## src/sv/timer_group_with_watchdog_assert.svh

```systemverilog
// assertion macros shared by the timer group rtl
`ifndef TIMER_GROUP_WITH_WATCHDOG_ASSERT_SVH
`define TIMER_GROUP_WITH_WATCHDOG_ASSERT_SVH

// same-cycle implication, sampled on i_clk, off while i_rst_n is low
`define TGW_ASSERT_IMP(label, ante, cons, msg) \
    label: assert property (@(posedge i_clk) disable iff (!i_rst_n) (ante) |-> (cons)) \
        else $error(msg);

// next-cycle implication
`define TGW_ASSERT_NXT(label, ante, cons, msg) \
    label: assert property (@(posedge i_clk) disable iff (!i_rst_n) (ante) |=> (cons)) \
        else $error(msg);

`endif

```

## src/sv/tgw_pkg.sv

```systemverilog
// shared types and constants for the timer group with watchdog
`default_nettype none

package tgw_pkg;

    localparam int COUNTER_WIDTH  = 54;
    localparam int DIVIDER_WIDTH  = 16;
    localparam int DATA_WIDTH     = 32;
    localparam int HI_WIDTH       = COUNTER_WIDTH - DATA_WIDTH;
    localparam int PRESCALE_WIDTH = 16;

    // timer cfg layout
    localparam int TC_EN_BIT    = 31;
    localparam int TC_UP_BIT    = 30;
    localparam int TC_AR_BIT    = 29;
    localparam int TC_DIV_LSB   = 13;
    localparam int TC_ALARM_BIT = 10;

    // watchdog cfg layout
    localparam int WD_EN_BIT      = 31;
    localparam int WD_ACT_LSB     = 29;
    localparam int WD_UPDATE_BIT  = 22;
    localparam int WD_PRE_LSB     = 16;

    // raw / clear layout
    localparam int RAW_TIMER_BIT = 0;
    localparam int RAW_WDT_BIT   = 1;

    localparam logic [DATA_WIDTH-1:0] UNLOCK_KEY_RESET = 32'h50D8_3AA1;

    typedef enum logic [1:0] {
        KIND_TICK  = 2'd0,
        KIND_WRITE = 2'd1,
        KIND_READ  = 2'd2,
        KIND_NONE  = 2'd3
    } t_kind;

    typedef enum logic [3:0] {
        REG_TCFG      = 4'd0,
        REG_LO        = 4'd1,
        REG_HI        = 4'd2,
        REG_UPDATE    = 4'd3,
        REG_ALARM_LO  = 4'd4,
        REG_ALARM_HI  = 4'd5,
        REG_LOAD_LO   = 4'd6,
        REG_LOAD_HI   = 4'd7,
        REG_RAW       = 4'd8,
        REG_CLEAR     = 4'd9,
        REG_WCFG0     = 4'd10,
        REG_WCFG1     = 4'd11,
        REG_WCFG2     = 4'd12,
        REG_FEED      = 4'd13,
        REG_PROTECT   = 4'd14
    } t_reg_sel;

    typedef enum logic [1:0] {
        WD_ACT_OFF = 2'd0,
        WD_ACT_IRQ = 2'd1,
        WD_ACT_CPU = 2'd2,
        WD_ACT_SYS = 2'd3
    } t_wd_act;

    // one request as seen by the timer and watchdog
    typedef struct packed {
        logic                  fire;
        t_kind                 kind;
        t_reg_sel              sel;
        logic [DATA_WIDTH-1:0] data;
    } t_req;

    typedef struct packed {
        logic [DATA_WIDTH-1:0] rdata;
        logic                  pend_next;
    } t_tmr_rsp;

    typedef struct packed {
        logic [DATA_WIDTH-1:0] rdata;
        logic                  pend_next;
        logic                  cpu_rst;
        logic                  sys_rst;
    } t_wdt_rsp;

endpackage

`default_nettype wire

```

## src/sv/tgw_timer.sv

```systemverilog
// general-purpose up/down counter with divider, alarm and auto-reload
`default_nettype none

module tgw_timer import tgw_pkg::*; (
    input  logic     i_clk,
    input  logic     i_rst_n,
    input  t_req     i_req,
    output t_tmr_rsp o_rsp
);

    logic [COUNTER_WIDTH-1:0] r_count, n_count;
    logic [COUNTER_WIDTH-1:0] r_latched, n_latched;
    logic [COUNTER_WIDTH-1:0] r_alarm, n_alarm;
    logic [COUNTER_WIDTH-1:0] r_reload, n_reload;
    logic                     r_en, n_en;
    logic                     r_up, n_up;
    logic                     r_ar, n_ar;
    logic                     r_alarm_en, n_alarm_en;
    logic [DIVIDER_WIDTH-1:0] r_div, n_div;
    logic [DIVIDER_WIDTH-1:0] r_div_cnt, n_div_cnt;
    logic                     r_pend, n_pend;

    logic [DIVIDER_WIDTH:0]   w_div_eff;
    logic [DIVIDER_WIDTH:0]   w_dc;
    logic [COUNTER_WIDTH-1:0] w_step;
    logic                     w_hit;
    logic [DATA_WIDTH-1:0]    w_rdata;

    always_comb begin
        n_count    = r_count;
        n_latched  = r_latched;
        n_alarm    = r_alarm;
        n_reload   = r_reload;
        n_en       = r_en;
        n_up       = r_up;
        n_ar       = r_ar;
        n_alarm_en = r_alarm_en;
        n_div      = r_div;
        n_div_cnt  = r_div_cnt;
        n_pend     = r_pend;
        w_hit      = 1'b0;
        // divider field of zero stands for the full range
        w_div_eff  = {(r_div == '0), r_div};
        w_dc       = {1'b0, r_div_cnt} + (DIVIDER_WIDTH + 1)'(1);
        w_step     = r_up ? (r_count + COUNTER_WIDTH'(1)) : (r_count - COUNTER_WIDTH'(1));
        if (i_req.fire) begin
            case (i_req.kind)
                KIND_TICK: begin
                    if (r_en) begin
                        if (w_dc >= w_div_eff) begin
                            n_div_cnt = '0;
                            n_count   = w_step;
                        end else begin
                            n_div_cnt = w_dc[DIVIDER_WIDTH-1:0];
                        end
                        // compare after this tick's step
                        if (r_alarm_en) begin
                            w_hit = r_up ? (n_count >= r_alarm) : (n_count <= r_alarm);
                            if (w_hit) begin
                                n_pend     = 1'b1;
                                n_alarm_en = 1'b0;
                                if (r_ar) begin
                                    n_count = r_reload;
                                end
                            end
                        end
                    end
                end
                KIND_WRITE: begin
                    case (i_req.sel)
                        REG_TCFG: begin
                            n_en       = i_req.data[TC_EN_BIT];
                            n_up       = i_req.data[TC_UP_BIT];
                            n_ar       = i_req.data[TC_AR_BIT];
                            n_alarm_en = i_req.data[TC_ALARM_BIT];
                            n_div      = i_req.data[TC_DIV_LSB +: DIVIDER_WIDTH];
                        end
                        REG_UPDATE:   n_latched = r_count;
                        REG_ALARM_LO: n_alarm   = {r_alarm[COUNTER_WIDTH-1:DATA_WIDTH],
                                                   i_req.data};
                        REG_ALARM_HI: n_alarm   = {i_req.data[HI_WIDTH-1:0],
                                                   r_alarm[DATA_WIDTH-1:0]};
                        REG_LOAD_LO:  n_reload  = {r_reload[COUNTER_WIDTH-1:DATA_WIDTH],
                                                   i_req.data};
                        REG_LOAD_HI:  n_reload  = {i_req.data[HI_WIDTH-1:0],
                                                   r_reload[DATA_WIDTH-1:0]};
                        REG_CLEAR: begin
                            if (i_req.data[RAW_TIMER_BIT]) begin
                                n_pend = 1'b0;
                            end
                        end
                        default: ;
                    endcase
                end
                default: ;
            endcase
        end
    end

    always_comb begin
        w_rdata = '0;
        case (i_req.sel)
            REG_TCFG: begin
                w_rdata[TC_EN_BIT]                    = r_en;
                w_rdata[TC_UP_BIT]                    = r_up;
                w_rdata[TC_AR_BIT]                    = r_ar;
                w_rdata[TC_ALARM_BIT]                 = r_alarm_en;
                w_rdata[TC_DIV_LSB +: DIVIDER_WIDTH]  = r_div;
            end
            REG_LO:       w_rdata = r_latched[DATA_WIDTH-1:0];
            REG_HI:       w_rdata = DATA_WIDTH'(r_latched[COUNTER_WIDTH-1:DATA_WIDTH]);
            REG_ALARM_LO: w_rdata = r_alarm[DATA_WIDTH-1:0];
            REG_ALARM_HI: w_rdata = DATA_WIDTH'(r_alarm[COUNTER_WIDTH-1:DATA_WIDTH]);
            REG_LOAD_LO:  w_rdata = r_reload[DATA_WIDTH-1:0];
            REG_LOAD_HI:  w_rdata = DATA_WIDTH'(r_reload[COUNTER_WIDTH-1:DATA_WIDTH]);
            REG_RAW:      w_rdata[RAW_TIMER_BIT] = r_pend;
            default: ;
        endcase
    end

    assign o_rsp.rdata     = w_rdata;
    assign o_rsp.pend_next = n_pend;

    always_ff @(posedge i_clk) begin
        if (!i_rst_n) begin
            r_count    <= '0;
            r_latched  <= '0;
            r_alarm    <= '0;
            r_reload   <= '0;
            r_en       <= 1'b0;
            r_up       <= 1'b1;
            r_ar       <= 1'b0;
            r_alarm_en <= 1'b0;
            r_div      <= DIVIDER_WIDTH'(1);
            r_div_cnt  <= '0;
            r_pend     <= 1'b0;
        end else begin
            r_count    <= n_count;
            r_latched  <= n_latched;
            r_alarm    <= n_alarm;
            r_reload   <= n_reload;
            r_en       <= n_en;
            r_up       <= n_up;
            r_ar       <= n_ar;
            r_alarm_en <= n_alarm_en;
            r_div      <= n_div;
            r_div_cnt  <= n_div_cnt;
            r_pend     <= n_pend;
        end
    end

endmodule

`default_nettype wire

```

## src/sv/tgw_wdt.sv

```systemverilog
// one-stage watchdog with prescaler, write protection and shadow settings
`default_nettype none

module tgw_wdt import tgw_pkg::*; (
    input  logic                  i_clk,
    input  logic                  i_rst_n,
    input  t_req                  i_req,
    input  logic [DATA_WIDTH-1:0] i_unlock_key,
    output t_wdt_rsp              o_rsp
);

    // active settings
    logic                      r_en, n_en;
    t_wd_act                   r_act, n_act;
    logic [PRESCALE_WIDTH-1:0] r_pre, n_pre;
    logic [DATA_WIDTH-1:0]     r_timeout, n_timeout;
    // shadow settings, copied over on an update write
    logic                      r_sh_en, n_sh_en;
    t_wd_act                   r_sh_act, n_sh_act;
    logic [PRESCALE_WIDTH-1:0] r_sh_pre, n_sh_pre;
    logic [DATA_WIDTH-1:0]     r_sh_to, n_sh_to;
    // counts and status
    logic [DATA_WIDTH-1:0]     r_wc, n_wc;
    logic [PRESCALE_WIDTH-1:0] r_pc, n_pc;
    logic                      r_unlocked, n_unlocked;
    logic                      r_pend, n_pend;

    logic [PRESCALE_WIDTH:0]   w_pre_eff;
    logic [PRESCALE_WIDTH:0]   w_pc;
    logic [DATA_WIDTH:0]       w_wc;
    logic                      w_cpu;
    logic                      w_sys;
    logic [DATA_WIDTH-1:0]     w_rdata;

    always_comb begin
        n_en       = r_en;
        n_act      = r_act;
        n_pre      = r_pre;
        n_timeout  = r_timeout;
        n_sh_en    = r_sh_en;
        n_sh_act   = r_sh_act;
        n_sh_pre   = r_sh_pre;
        n_sh_to    = r_sh_to;
        n_wc       = r_wc;
        n_pc       = r_pc;
        n_unlocked = r_unlocked;
        n_pend     = r_pend;
        w_cpu      = 1'b0;
        w_sys      = 1'b0;
        w_pre_eff  = {(r_pre == '0), r_pre};
        w_pc       = {1'b0, r_pc} + (PRESCALE_WIDTH + 1)'(1);
        w_wc       = {1'b0, r_wc} + (DATA_WIDTH + 1)'(1);
        if (i_req.fire) begin
            case (i_req.kind)
                KIND_TICK: begin
                    if (r_en) begin
                        if (w_pc < w_pre_eff) begin
                            n_pc = w_pc[PRESCALE_WIDTH-1:0];
                        end else begin
                            n_pc = '0;
                            if (w_wc >= {1'b0, r_timeout}) begin
                                n_wc = '0;
                                case (r_act)
                                    WD_ACT_IRQ: n_pend = 1'b1;
                                    WD_ACT_CPU: w_cpu  = 1'b1;
                                    WD_ACT_SYS: w_sys  = 1'b1;
                                    default: ;
                                endcase
                            end else begin
                                n_wc = w_wc[DATA_WIDTH-1:0];
                            end
                        end
                    end
                end
                KIND_WRITE: begin
                    case (i_req.sel)
                        REG_PROTECT: n_unlocked = (i_req.data == i_unlock_key);
                        REG_CLEAR: begin
                            if (i_req.data[RAW_WDT_BIT]) begin
                                n_pend = 1'b0;
                            end
                        end
                        REG_WCFG0: begin
                            if (r_unlocked) begin
                                n_sh_en  = i_req.data[WD_EN_BIT];
                                n_sh_act = t_wd_act'(i_req.data[WD_ACT_LSB +: 2]);
                                if (i_req.data[WD_UPDATE_BIT]) begin
                                    n_en      = i_req.data[WD_EN_BIT];
                                    n_act     = t_wd_act'(i_req.data[WD_ACT_LSB +: 2]);
                                    n_pre     = r_sh_pre;
                                    n_timeout = r_sh_to;
                                end
                            end
                        end
                        REG_WCFG1: begin
                            if (r_unlocked) begin
                                n_sh_pre = i_req.data[WD_PRE_LSB +: PRESCALE_WIDTH];
                            end
                        end
                        REG_WCFG2: begin
                            if (r_unlocked) begin
                                n_sh_to = i_req.data;
                            end
                        end
                        REG_FEED: begin
                            if (r_unlocked) begin
                                n_wc = '0;
                                n_pc = '0;
                            end
                        end
                        default: ;
                    endcase
                end
                default: ;
            endcase
        end
    end

    always_comb begin
        w_rdata = '0;
        case (i_req.sel)
            REG_WCFG0: begin
                w_rdata[WD_EN_BIT]         = r_sh_en;
                w_rdata[WD_ACT_LSB +: 2]   = r_sh_act;
            end
            REG_WCFG1:   w_rdata[WD_PRE_LSB +: PRESCALE_WIDTH] = r_sh_pre;
            REG_WCFG2:   w_rdata = r_sh_to;
            REG_PROTECT: w_rdata[0] = r_unlocked;
            REG_RAW:     w_rdata[RAW_WDT_BIT] = r_pend;
            default: ;
        endcase
    end

    assign o_rsp.rdata     = w_rdata;
    assign o_rsp.pend_next = n_pend;
    assign o_rsp.cpu_rst   = w_cpu;
    assign o_rsp.sys_rst   = w_sys;

    always_ff @(posedge i_clk) begin
        if (!i_rst_n) begin
            r_en       <= 1'b0;
            r_act      <= WD_ACT_OFF;
            r_pre      <= PRESCALE_WIDTH'(1);
            r_timeout  <= '1;
            r_sh_en    <= 1'b0;
            r_sh_act   <= WD_ACT_OFF;
            r_sh_pre   <= PRESCALE_WIDTH'(1);
            r_sh_to    <= '1;
            r_wc       <= '0;
            r_pc       <= '0;
            r_unlocked <= 1'b0;
            r_pend     <= 1'b0;
        end else begin
            r_en       <= n_en;
            r_act      <= n_act;
            r_pre      <= n_pre;
            r_timeout  <= n_timeout;
            r_sh_en    <= n_sh_en;
            r_sh_act   <= n_sh_act;
            r_sh_pre   <= n_sh_pre;
            r_sh_to    <= n_sh_to;
            r_wc       <= n_wc;
            r_pc       <= n_pc;
            r_unlocked <= n_unlocked;
            r_pend     <= n_pend;
        end
    end

endmodule

`default_nettype wire

```

## src/sv/timer_group_with_watchdog.sv

```systemverilog
// Timer group with watchdog: top level, request and result registers.
// Requests arrive on i_valid / o_stall: kind (tick, register write or
// register read), register select and write data. Each request gives one
// result on o_valid / i_stall: read data (zero unless a read), the timer
// alarm and watchdog interrupt pending bits as they stand after the request,
// and one-request pulses for a watchdog cpu or system reset.
// A request that is taken is held in the request register, worked through the
// timer and watchdog logic once it can move on, and its result is shown
// from the result register. Throughput is one request per cycle while the
// receiver does not stall; the limit is the combinational update of the
// counter (54-bit step followed by the alarm compare).
// When the receiver stalls, the result register holds its contents and the
// request register keeps the next request; o_stall rises only once both
// are full. The unlock key is written on i_cfg_valid / o_cfg_ready, ready
// always high, and should only change while no request is in flight.
// Synchronous active-low reset returns all timer and watchdog state to its
// defaults and empties both registers; no clearing pass is needed.
`default_nettype none

`include "timer_group_with_watchdog_assert.svh"

module timer_group_with_watchdog import tgw_pkg::*; (
    input  logic                  i_clk,
    input  logic                  i_rst_n,
    input  logic                  i_valid,
    output logic                  o_stall,
    input  logic [1:0]            i_kind,
    input  logic [3:0]            i_reg_select,
    input  logic [DATA_WIDTH-1:0] i_write_data,
    output logic                  o_valid,
    input  logic                  i_stall,
    output logic [DATA_WIDTH-1:0] o_read_data,
    output logic                  o_timer_alarm_pending,
    output logic                  o_watchdog_irq_pending,
    output logic                  o_cpu_reset,
    output logic                  o_system_reset,
    input  logic                  i_cfg_valid,
    output logic                  o_cfg_ready,
    input  logic [DATA_WIDTH-1:0] i_cfg_data
);

    logic                  r_in_vld;
    t_kind                 r_in_kind;
    logic [3:0]            r_in_sel;
    logic [DATA_WIDTH-1:0] r_in_data;

    logic                  r_out_vld;
    logic [DATA_WIDTH-1:0] r_out_rdata;
    logic                  r_out_tpend;
    logic                  r_out_wpend;
    logic                  r_out_cpu;
    logic                  r_out_sys;

    logic [DATA_WIDTH-1:0] r_unlock_key;

    logic                  w_adv;
    logic [DATA_WIDTH-1:0] w_rdata;
    t_req                  w_req;
    t_tmr_rsp              w_tmr_rsp;
    t_wdt_rsp              w_wdt_rsp;

    // request moves on when the result register is free or being emptied
    assign w_adv   = r_in_vld && (!r_out_vld || !i_stall);
    assign o_stall = r_in_vld && !w_adv;

    assign w_req.fire = w_adv;
    assign w_req.kind = r_in_kind;
    assign w_req.sel  = t_reg_sel'(r_in_sel);
    assign w_req.data = r_in_data;

    tgw_timer u_timer (
        .i_clk   (i_clk),
        .i_rst_n (i_rst_n),
        .i_req   (w_req),
        .o_rsp   (w_tmr_rsp)
    );

    tgw_wdt u_wdt (
        .i_clk        (i_clk),
        .i_rst_n      (i_rst_n),
        .i_req        (w_req),
        .i_unlock_key (r_unlock_key),
        .o_rsp        (w_wdt_rsp)
    );

    assign w_rdata = (r_in_kind == KIND_READ) ? (w_tmr_rsp.rdata | w_wdt_rsp.rdata) : '0;

    always_ff @(posedge i_clk) begin
        if (!i_rst_n) begin
            r_in_vld <= 1'b0;
        end else if (!o_stall) begin
            r_in_vld <= i_valid;
        end
    end

    always_ff @(posedge i_clk) begin
        if (i_valid && !o_stall) begin
            r_in_kind <= t_kind'(i_kind);
            r_in_sel  <= i_reg_select;
            r_in_data <= i_write_data;
        end
    end

    always_ff @(posedge i_clk) begin
        if (!i_rst_n) begin
            r_out_vld   <= 1'b0;
            r_out_tpend <= 1'b0;
            r_out_wpend <= 1'b0;
            r_out_cpu   <= 1'b0;
            r_out_sys   <= 1'b0;
        end else if (w_adv) begin
            r_out_vld   <= 1'b1;
            r_out_tpend <= w_tmr_rsp.pend_next;
            r_out_wpend <= w_wdt_rsp.pend_next;
            r_out_cpu   <= w_wdt_rsp.cpu_rst;
            r_out_sys   <= w_wdt_rsp.sys_rst;
        end else if (!i_stall) begin
            r_out_vld   <= 1'b0;
        end
    end

    always_ff @(posedge i_clk) begin
        if (w_adv) begin
            r_out_rdata <= w_rdata;
        end
    end

    always_ff @(posedge i_clk) begin
        if (!i_rst_n) begin
            r_unlock_key <= UNLOCK_KEY_RESET;
        end else if (i_cfg_valid) begin
            r_unlock_key <= i_cfg_data;
        end
    end

    assign o_cfg_ready            = 1'b1;
    assign o_valid                = r_out_vld;
    assign o_read_data            = r_out_rdata;
    assign o_timer_alarm_pending  = r_out_tpend;
    assign o_watchdog_irq_pending = r_out_wpend;
    assign o_cpu_reset            = r_out_cpu;
    assign o_system_reset         = r_out_sys;

    `TGW_ASSERT_IMP(a_stall_needs_request, o_stall, r_in_vld, "stall with empty request register")
    `TGW_ASSERT_NXT(a_rdata_zero_unless_read, w_adv && (r_in_kind != KIND_READ), o_read_data == '0, "read data not zero")
    `TGW_ASSERT_IMP(a_single_reset_kind, o_valid, !(o_cpu_reset && o_system_reset), "both reset kinds at once")
    `TGW_ASSERT_IMP(a_alarm_from_tick, $rose(o_timer_alarm_pending), $past(w_adv && (r_in_kind == KIND_TICK)), "alarm pending set without a tick")

endmodule

`default_nettype wire
```

## config.mk

```make
export PLATFORM = sky130hd
export DESIGN_NAME = timer_group_with_watchdog
export DESIGN_NICKNAME = d
export VERILOG_FILES = /design/src/sv/tgw_pkg.sv /design/src/sv/tgw_timer.sv /design/src/sv/tgw_wdt.sv /design/src/sv/timer_group_with_watchdog.sv
export VERILOG_INCLUDE_DIRS = /design/src /design/src/sv
export SDC_FILE = /design/constraint.sdc
export NUM_CORES = 1
export LEC_CHECK = 0
export BUFFER_PORTS_ARGS = -buffer_cell sky130_fd_sc_hd__buf_2
export CAP_MARGIN = 40
export CORE_MARGIN = 1.5
export CORE_UTILIZATION = 41
export DETAILED_ROUTE_END_ITERATION = 12
export PLACE_DENSITY_LB_ADDON = 0.15
export SKIP_CTS_REPAIR_TIMING = 1
export SYNTH_ARGS = -nofsm -noshare
export SYNTH_HDL_FRONTEND = slang
export SYNTH_SLANG_ARGS = --single-unit
```

## constraint.sdc

```tcl
create_clock -name i_clk -period 11 [get_ports i_clk]
set_input_delay 0.55 -clock i_clk [delete_from_list [all_inputs] [get_ports i_clk]]
set_output_delay 0.55 -clock i_clk [all_outputs]
set_load 0.02 [all_outputs]
```

==> results.md <==
Status:
- The flow ran to the end, and the final reports show no timing, DRC or antenna violations.

Power and ir drop:
- The cell leakage power is 12.1 nW.
- Of the total power, combinational logic draws 0.043.
- The highest ir drop seen on vdd is 0.142 mV.
- Of the total power, the clock network draws 0.488.
- Of the total power, the share spent switching nets is 0.240.
- The share of power burned in registers is 0.469.
- Power spread over the standard cell area amounts to 135 nW/µm².
- In this run the power spent charging and discharging nets is 1.01 mW.
- The internal power of the cells is 3.19 mW.

Final layout:
- For this run, the share of the core covered by cells in the final layout is 0.463.
- The area added between synthesis and finish is 11.9%.
- Of the cells placed in the final design, the portion with a size suffix greater than 1 is 0.0839.
- The number of nets in the finished design is 3,694.
- The final non-filler cell total is 4,367.
- Summing all non-filler instances in the final layout gives an area of 31,100 µm².

Worst setup path:
- The depth of the worst register-to-register path is 32.
- STA classifies the critical path startpoint as a flop.
- For flop-to-flop paths, the worst setup slack is 2490 ps.
- Tracing the worst setup path back leads to its startpoint at u_timer.r_div_cnt[0].
- For the worst setup path, the data required time is 11,540 ps.
- The cell with the largest stage delay on the worst path is sky130_fd_sc_hd__buf_4.
- The critical path in this run is classified as reg2reg.
- On the worst path, the slowest cell contributes a delay of 670 ps.
- The largest driver fanout on the critical path is 71.
- The endpoint class of the critical path is a flop.
- The endpoint identified for the worst register-to-register timing path is u_timer.r_count[50].
- The startpoint identified for the worst register-to-register timing path is u_timer.r_div_cnt[0].
- At the worst endpoint, the arrival time is 9050 ps.
- The most frequent cell on the critical path is sky130_fd_sc_hd__and3_1.

Clock network:
- For the worst-skew pair, the clock arrives at the later sink with an insertion delay of 650 ps.
- CTS built an H-tree with a depth of 2.
- Clock-pin slew was measured on the worst setup and hold paths at 70 ps.
- In this run the clock root is driven by a sky130_fd_sc_hd__clkbuf_16.
- TritonCTS built the clock tree.
- The clock net in this run drives a total of 513 sinks.
- The largest buffer count on any clock path is 3.
- The number of clock buffers added by TritonCTS is 57.

Synthesis:
- The synthesized flop and latch total is 513.
- The share of flip-flops with an asynchronous set or reset is 0.
- The number of instances in the synthesized netlist is 3,464.
- Counting distinct cell types in the post-synthesis netlist gives 74.
- The total of warnings raised by yosys is 0.
- The cell area after synthesis is 27,800 µm².
- Yosys mapped a number of flops with a built-in enable equal to 70.
- Each instance of the synthesized netlist takes up on average 8.02 µm².
- The most used flip-flop cell after synthesis is sky130_fd_sc_hd__dfxtp_1.
- The number of nets in the synthesized netlist is 3,714.
- For this run, the register share of the synthesized area comes to 0.395.

Die:
- The number of cell rows is 95.
- The overall die width is 263 µm.
- 114 I/O pins were placed.
- The die is 263 µm tall.
- The die covers 69,400 µm².
- The core region is 67,200 µm².
- The initial utilization of the core area, before any placement, comes to 0.414.

Hold path:
- The worst hold endpoint is r_in_data[2].
- The start point of the worst min-delay path is i_write_data[2].
- Counting instances, the worst hold path has a depth of 1.
- The tightest min-delay check is of the in2reg type.

STA:
- The count of pins over their slew limit is 0.
- The hold violation count in the final report is 0.
- For this run, the top clock speed supported by timing is 118 MHz.
- In the finished design, the share of the clock period the worst path needs comes to 0.773.
- The post-route minimum period is 8510 ps.
- Setup repair after global routing left no endpoint under its margin.
- For the pin with the worst max-slew slack, the measured transition is 1160 ps.
- The clock tree skew after final layout is 43.4 ps.
- The setup TNS is 0 ps.
- The relative max-transition margin is 0.230.
- Setup violations remaining at the end of the flow were counted as 0.

Detailed routing:
- The detail route stage leaves a number of antenna-violating nets equal to 0.
- The total vias in the final route is 26,400.
- For this block, the routed nets add up to 105 mm of wire.
- The first detailed-routing pass took 7 iterations.
- After detailed routing, the number of vias per cell comes to 6.04.
- In the routed design, unresolved DRC markers number 0.
- After detailed routing, the average wire length per cell comes to 24.2 µm.
- For this block, the initial DRC count from the detailed router was 2,849.

Place:
- Once detailed placement completed, the half-perimeter wirelength came to 74.7 mm.
- The count of input and output buffers is 112.
- Once placement finished, the instance area stood at 29,100 µm².
- The number of placed instances with taps included is 4,258.
- The congestion estimate from routability-driven global placement came to 0.968.

Global route:
- For met2 alone, demand over resource in global routing was 0.471.
- The number of global-route vias before repair is 24,400.
- The largest net degree at the start of global routing is 201.
- For met1 alone, demand over resource in global routing was 0.395.
- For met3 alone, demand over resource in global routing was 0.0472.
- The layer flagged by global routing as most heavily used is met2.
- The global-route wire length before repair is 156 mm.
- The number of antenna violations at the first check in global routing came to 3.
- Across every metal layer, demand over resource in global routing totals 0.294.
- The total grt overflow is 0.

Job:
- The tool flagged a number of max-cap violations equal to 0.
per-stage QoR:
step	worst slack [ps]	power, mW	hold slack (ps)
2_1_floorplan	4050	2.09	436
3_3_place_gp	2580	2.18	441
3_5_place_dp	2670	2.19	444
4_1_cts	2630	4.22	53.4
5_1_grt	1820	4.31	65.7
6_report	2490	4.20	80.6
logic make-up after synthesis:
logic type | count (synthesis) | share of synthesized area
adders and majority gates | 175 | 0.0791
muxes | 50 | 0.0181
DFF | 513 | 0.395
xor gates and xnor gates | 139 | 0.0438
buffers and inverters | 385 | 0.0523
and+or+nand+nor | 1300 | 0.210
other | 1 | 0.000135
AOI/OAI and AO/OA | 901 | 0.202
flip-flops by register name (all words and copies together) (netlist names), 2 cells and up:
register and count:
u_timer.r_alarm 54, u_timer.r_count 54, u_timer.r_latched 54, u_timer.r_reload 54, o_read_data 32, r_in_data 32, r_unlock_key 32, u_wdt.r_sh_to 32
u_wdt.r_timeout 32, u_wdt.r_wc 32, u_timer.r_div 16, u_timer.r_div_cnt 16, u_wdt.r_pc 16, u_wdt.r_pre 16, u_wdt.r_sh_pre 16, r_in_sel 4
r_in_kind 2, u_wdt.r_act 2, u_wdt.r_sh_act 2
power by group through the flow:
stage	logic [mW]	clock network, mW	registers (mW)
final	0.180	2.05	1.97
after global routing	0.191	2.15	1.97
after CTS	0.178	2.08	1.97
after detailed placement	0.177	0	2.01
after global placement	0.174	0	2.01
after floorplan	0.105	0	1.98
layout make-up:
class,count,area (µm²)
repair buffers,159,1030
inverters,147,559
multi-input cells,2566,15400
clock buffers,75,1590
fillers,6512,36000
flip-flops and latches,513,11000
well taps,873,1090
clock inverters,33,412
diodes,1,2.50
routing by layer:
metal	wire (µm)	vias up
li1	-	12200
met3	8700	233
met5	13	-
met2	48000	1253
met1	44300	12700
met4	4500	2
synth_stat cells (all sizes together) (5+ instances only):
master,n,area (µm²)
nand3b,21,158
clkbuf,226,848
nor2b,23,144
or3,30,188
o21bai,7,52.6
nand4,58,363
nor4,22,138
a22o,6,52.6
and3,36,225
and2,13,81.3
nand3,177,886
mux2i,49,490
a22oi,81,613
a211oi,14,105
o21ai,115,576
o21a,17,128
dfxtp,443,8870
edfxtp,70,2100
nor3b,21,158
a31oi,40,272
ha,174,2180
a2111oi,5,43.8
a41oi,8,88.8
o41ai,5,43.8
xor2,84,736
a21o,51,383
nor3,27,135
a222oi,18,180
inv,147,552
xnor2,55,482
nand2b,14,87.6
a221oi,17,149
buf,12,53.8
nor2,186,698
nand2,658,2470
o31a,5,43.8
o211ai,57,428
o31ai,5,37.5
a21oi,417,2090
worst max-delay path, delay by kind of cell (launching register included):
family                     cells  cell delay (ps)
buffers and inverters          4             1340
DFF                            1              400
xor gates and xnor gates       1              210
muxes                          1              150
adders and majority gates      3              860
and+or+nand+nor               14             2630
AOI/OAI and AO/OA              9             2740
worst max path at each step:
| stage | endpoint | slack [ps] | cells past startpoint |
|---|---|---|---|
| floorplan | u_timer.r_count[53] | 4050 | 34 |
| global placement | u_timer.r_count[36] | 2580 | 30 |
| detailed placement | u_timer.r_count[50] | 2670 | 31 |
| CTS | u_timer.r_count[50] | 2630 | 32 |
| global route | u_timer.r_count[50] | 1820 | 32 |
| finish | u_timer.r_count[50] | 2490 | 32 |
cell usage in the layout, fill, tap and decap left out, types with 14 or more instances in the layout:
cell type and instances:
sky130_fd_sc_hd__o21a_1 17, sky130_fd_sc_hd__a31oi_1 38, sky130_fd_sc_hd__buf_4 38, sky130_fd_sc_hd__nor4_1 20, sky130_fd_sc_hd__a21o_1 51, sky130_fd_sc_hd__ha_1 174
sky130_fd_sc_hd__nor3b_1 21, sky130_fd_sc_hd__a211oi_1 14, sky130_fd_sc_hd__nand4_1 58, sky130_fd_sc_hd__nand3b_1 21, sky130_fd_sc_hd__xnor2_1 55, sky130_fd_sc_hd__clkinv_2 14
sky130_fd_sc_hd__dfxtp_1 443, sky130_fd_sc_hd__buf_2 111, sky130_fd_sc_hd__a221oi_1 17, sky130_fd_sc_hd__a21oi_1 417, sky130_fd_sc_hd__o211ai_1 57, sky130_fd_sc_hd__inv_1 144
sky130_fd_sc_hd__or3_1 30, sky130_fd_sc_hd__a222oi_1 18, sky130_fd_sc_hd__edfxtp_1 70, sky130_fd_sc_hd__o21ai_0 115, sky130_fd_sc_hd__nor2b_1 22, sky130_fd_sc_hd__nor2_1 181
sky130_fd_sc_hd__nor3_1 22, sky130_fd_sc_hd__xor2_1 84, sky130_fd_sc_hd__nand2_1 657, sky130_fd_sc_hd__mux2i_1 48, sky130_fd_sc_hd__and3_1 36, sky130_fd_sc_hd__clkbuf_16 57
sky130_fd_sc_hd__nand3_1 177, sky130_fd_sc_hd__a22oi_1 80
Note: power is estimated with default switching activity, not from simulation.
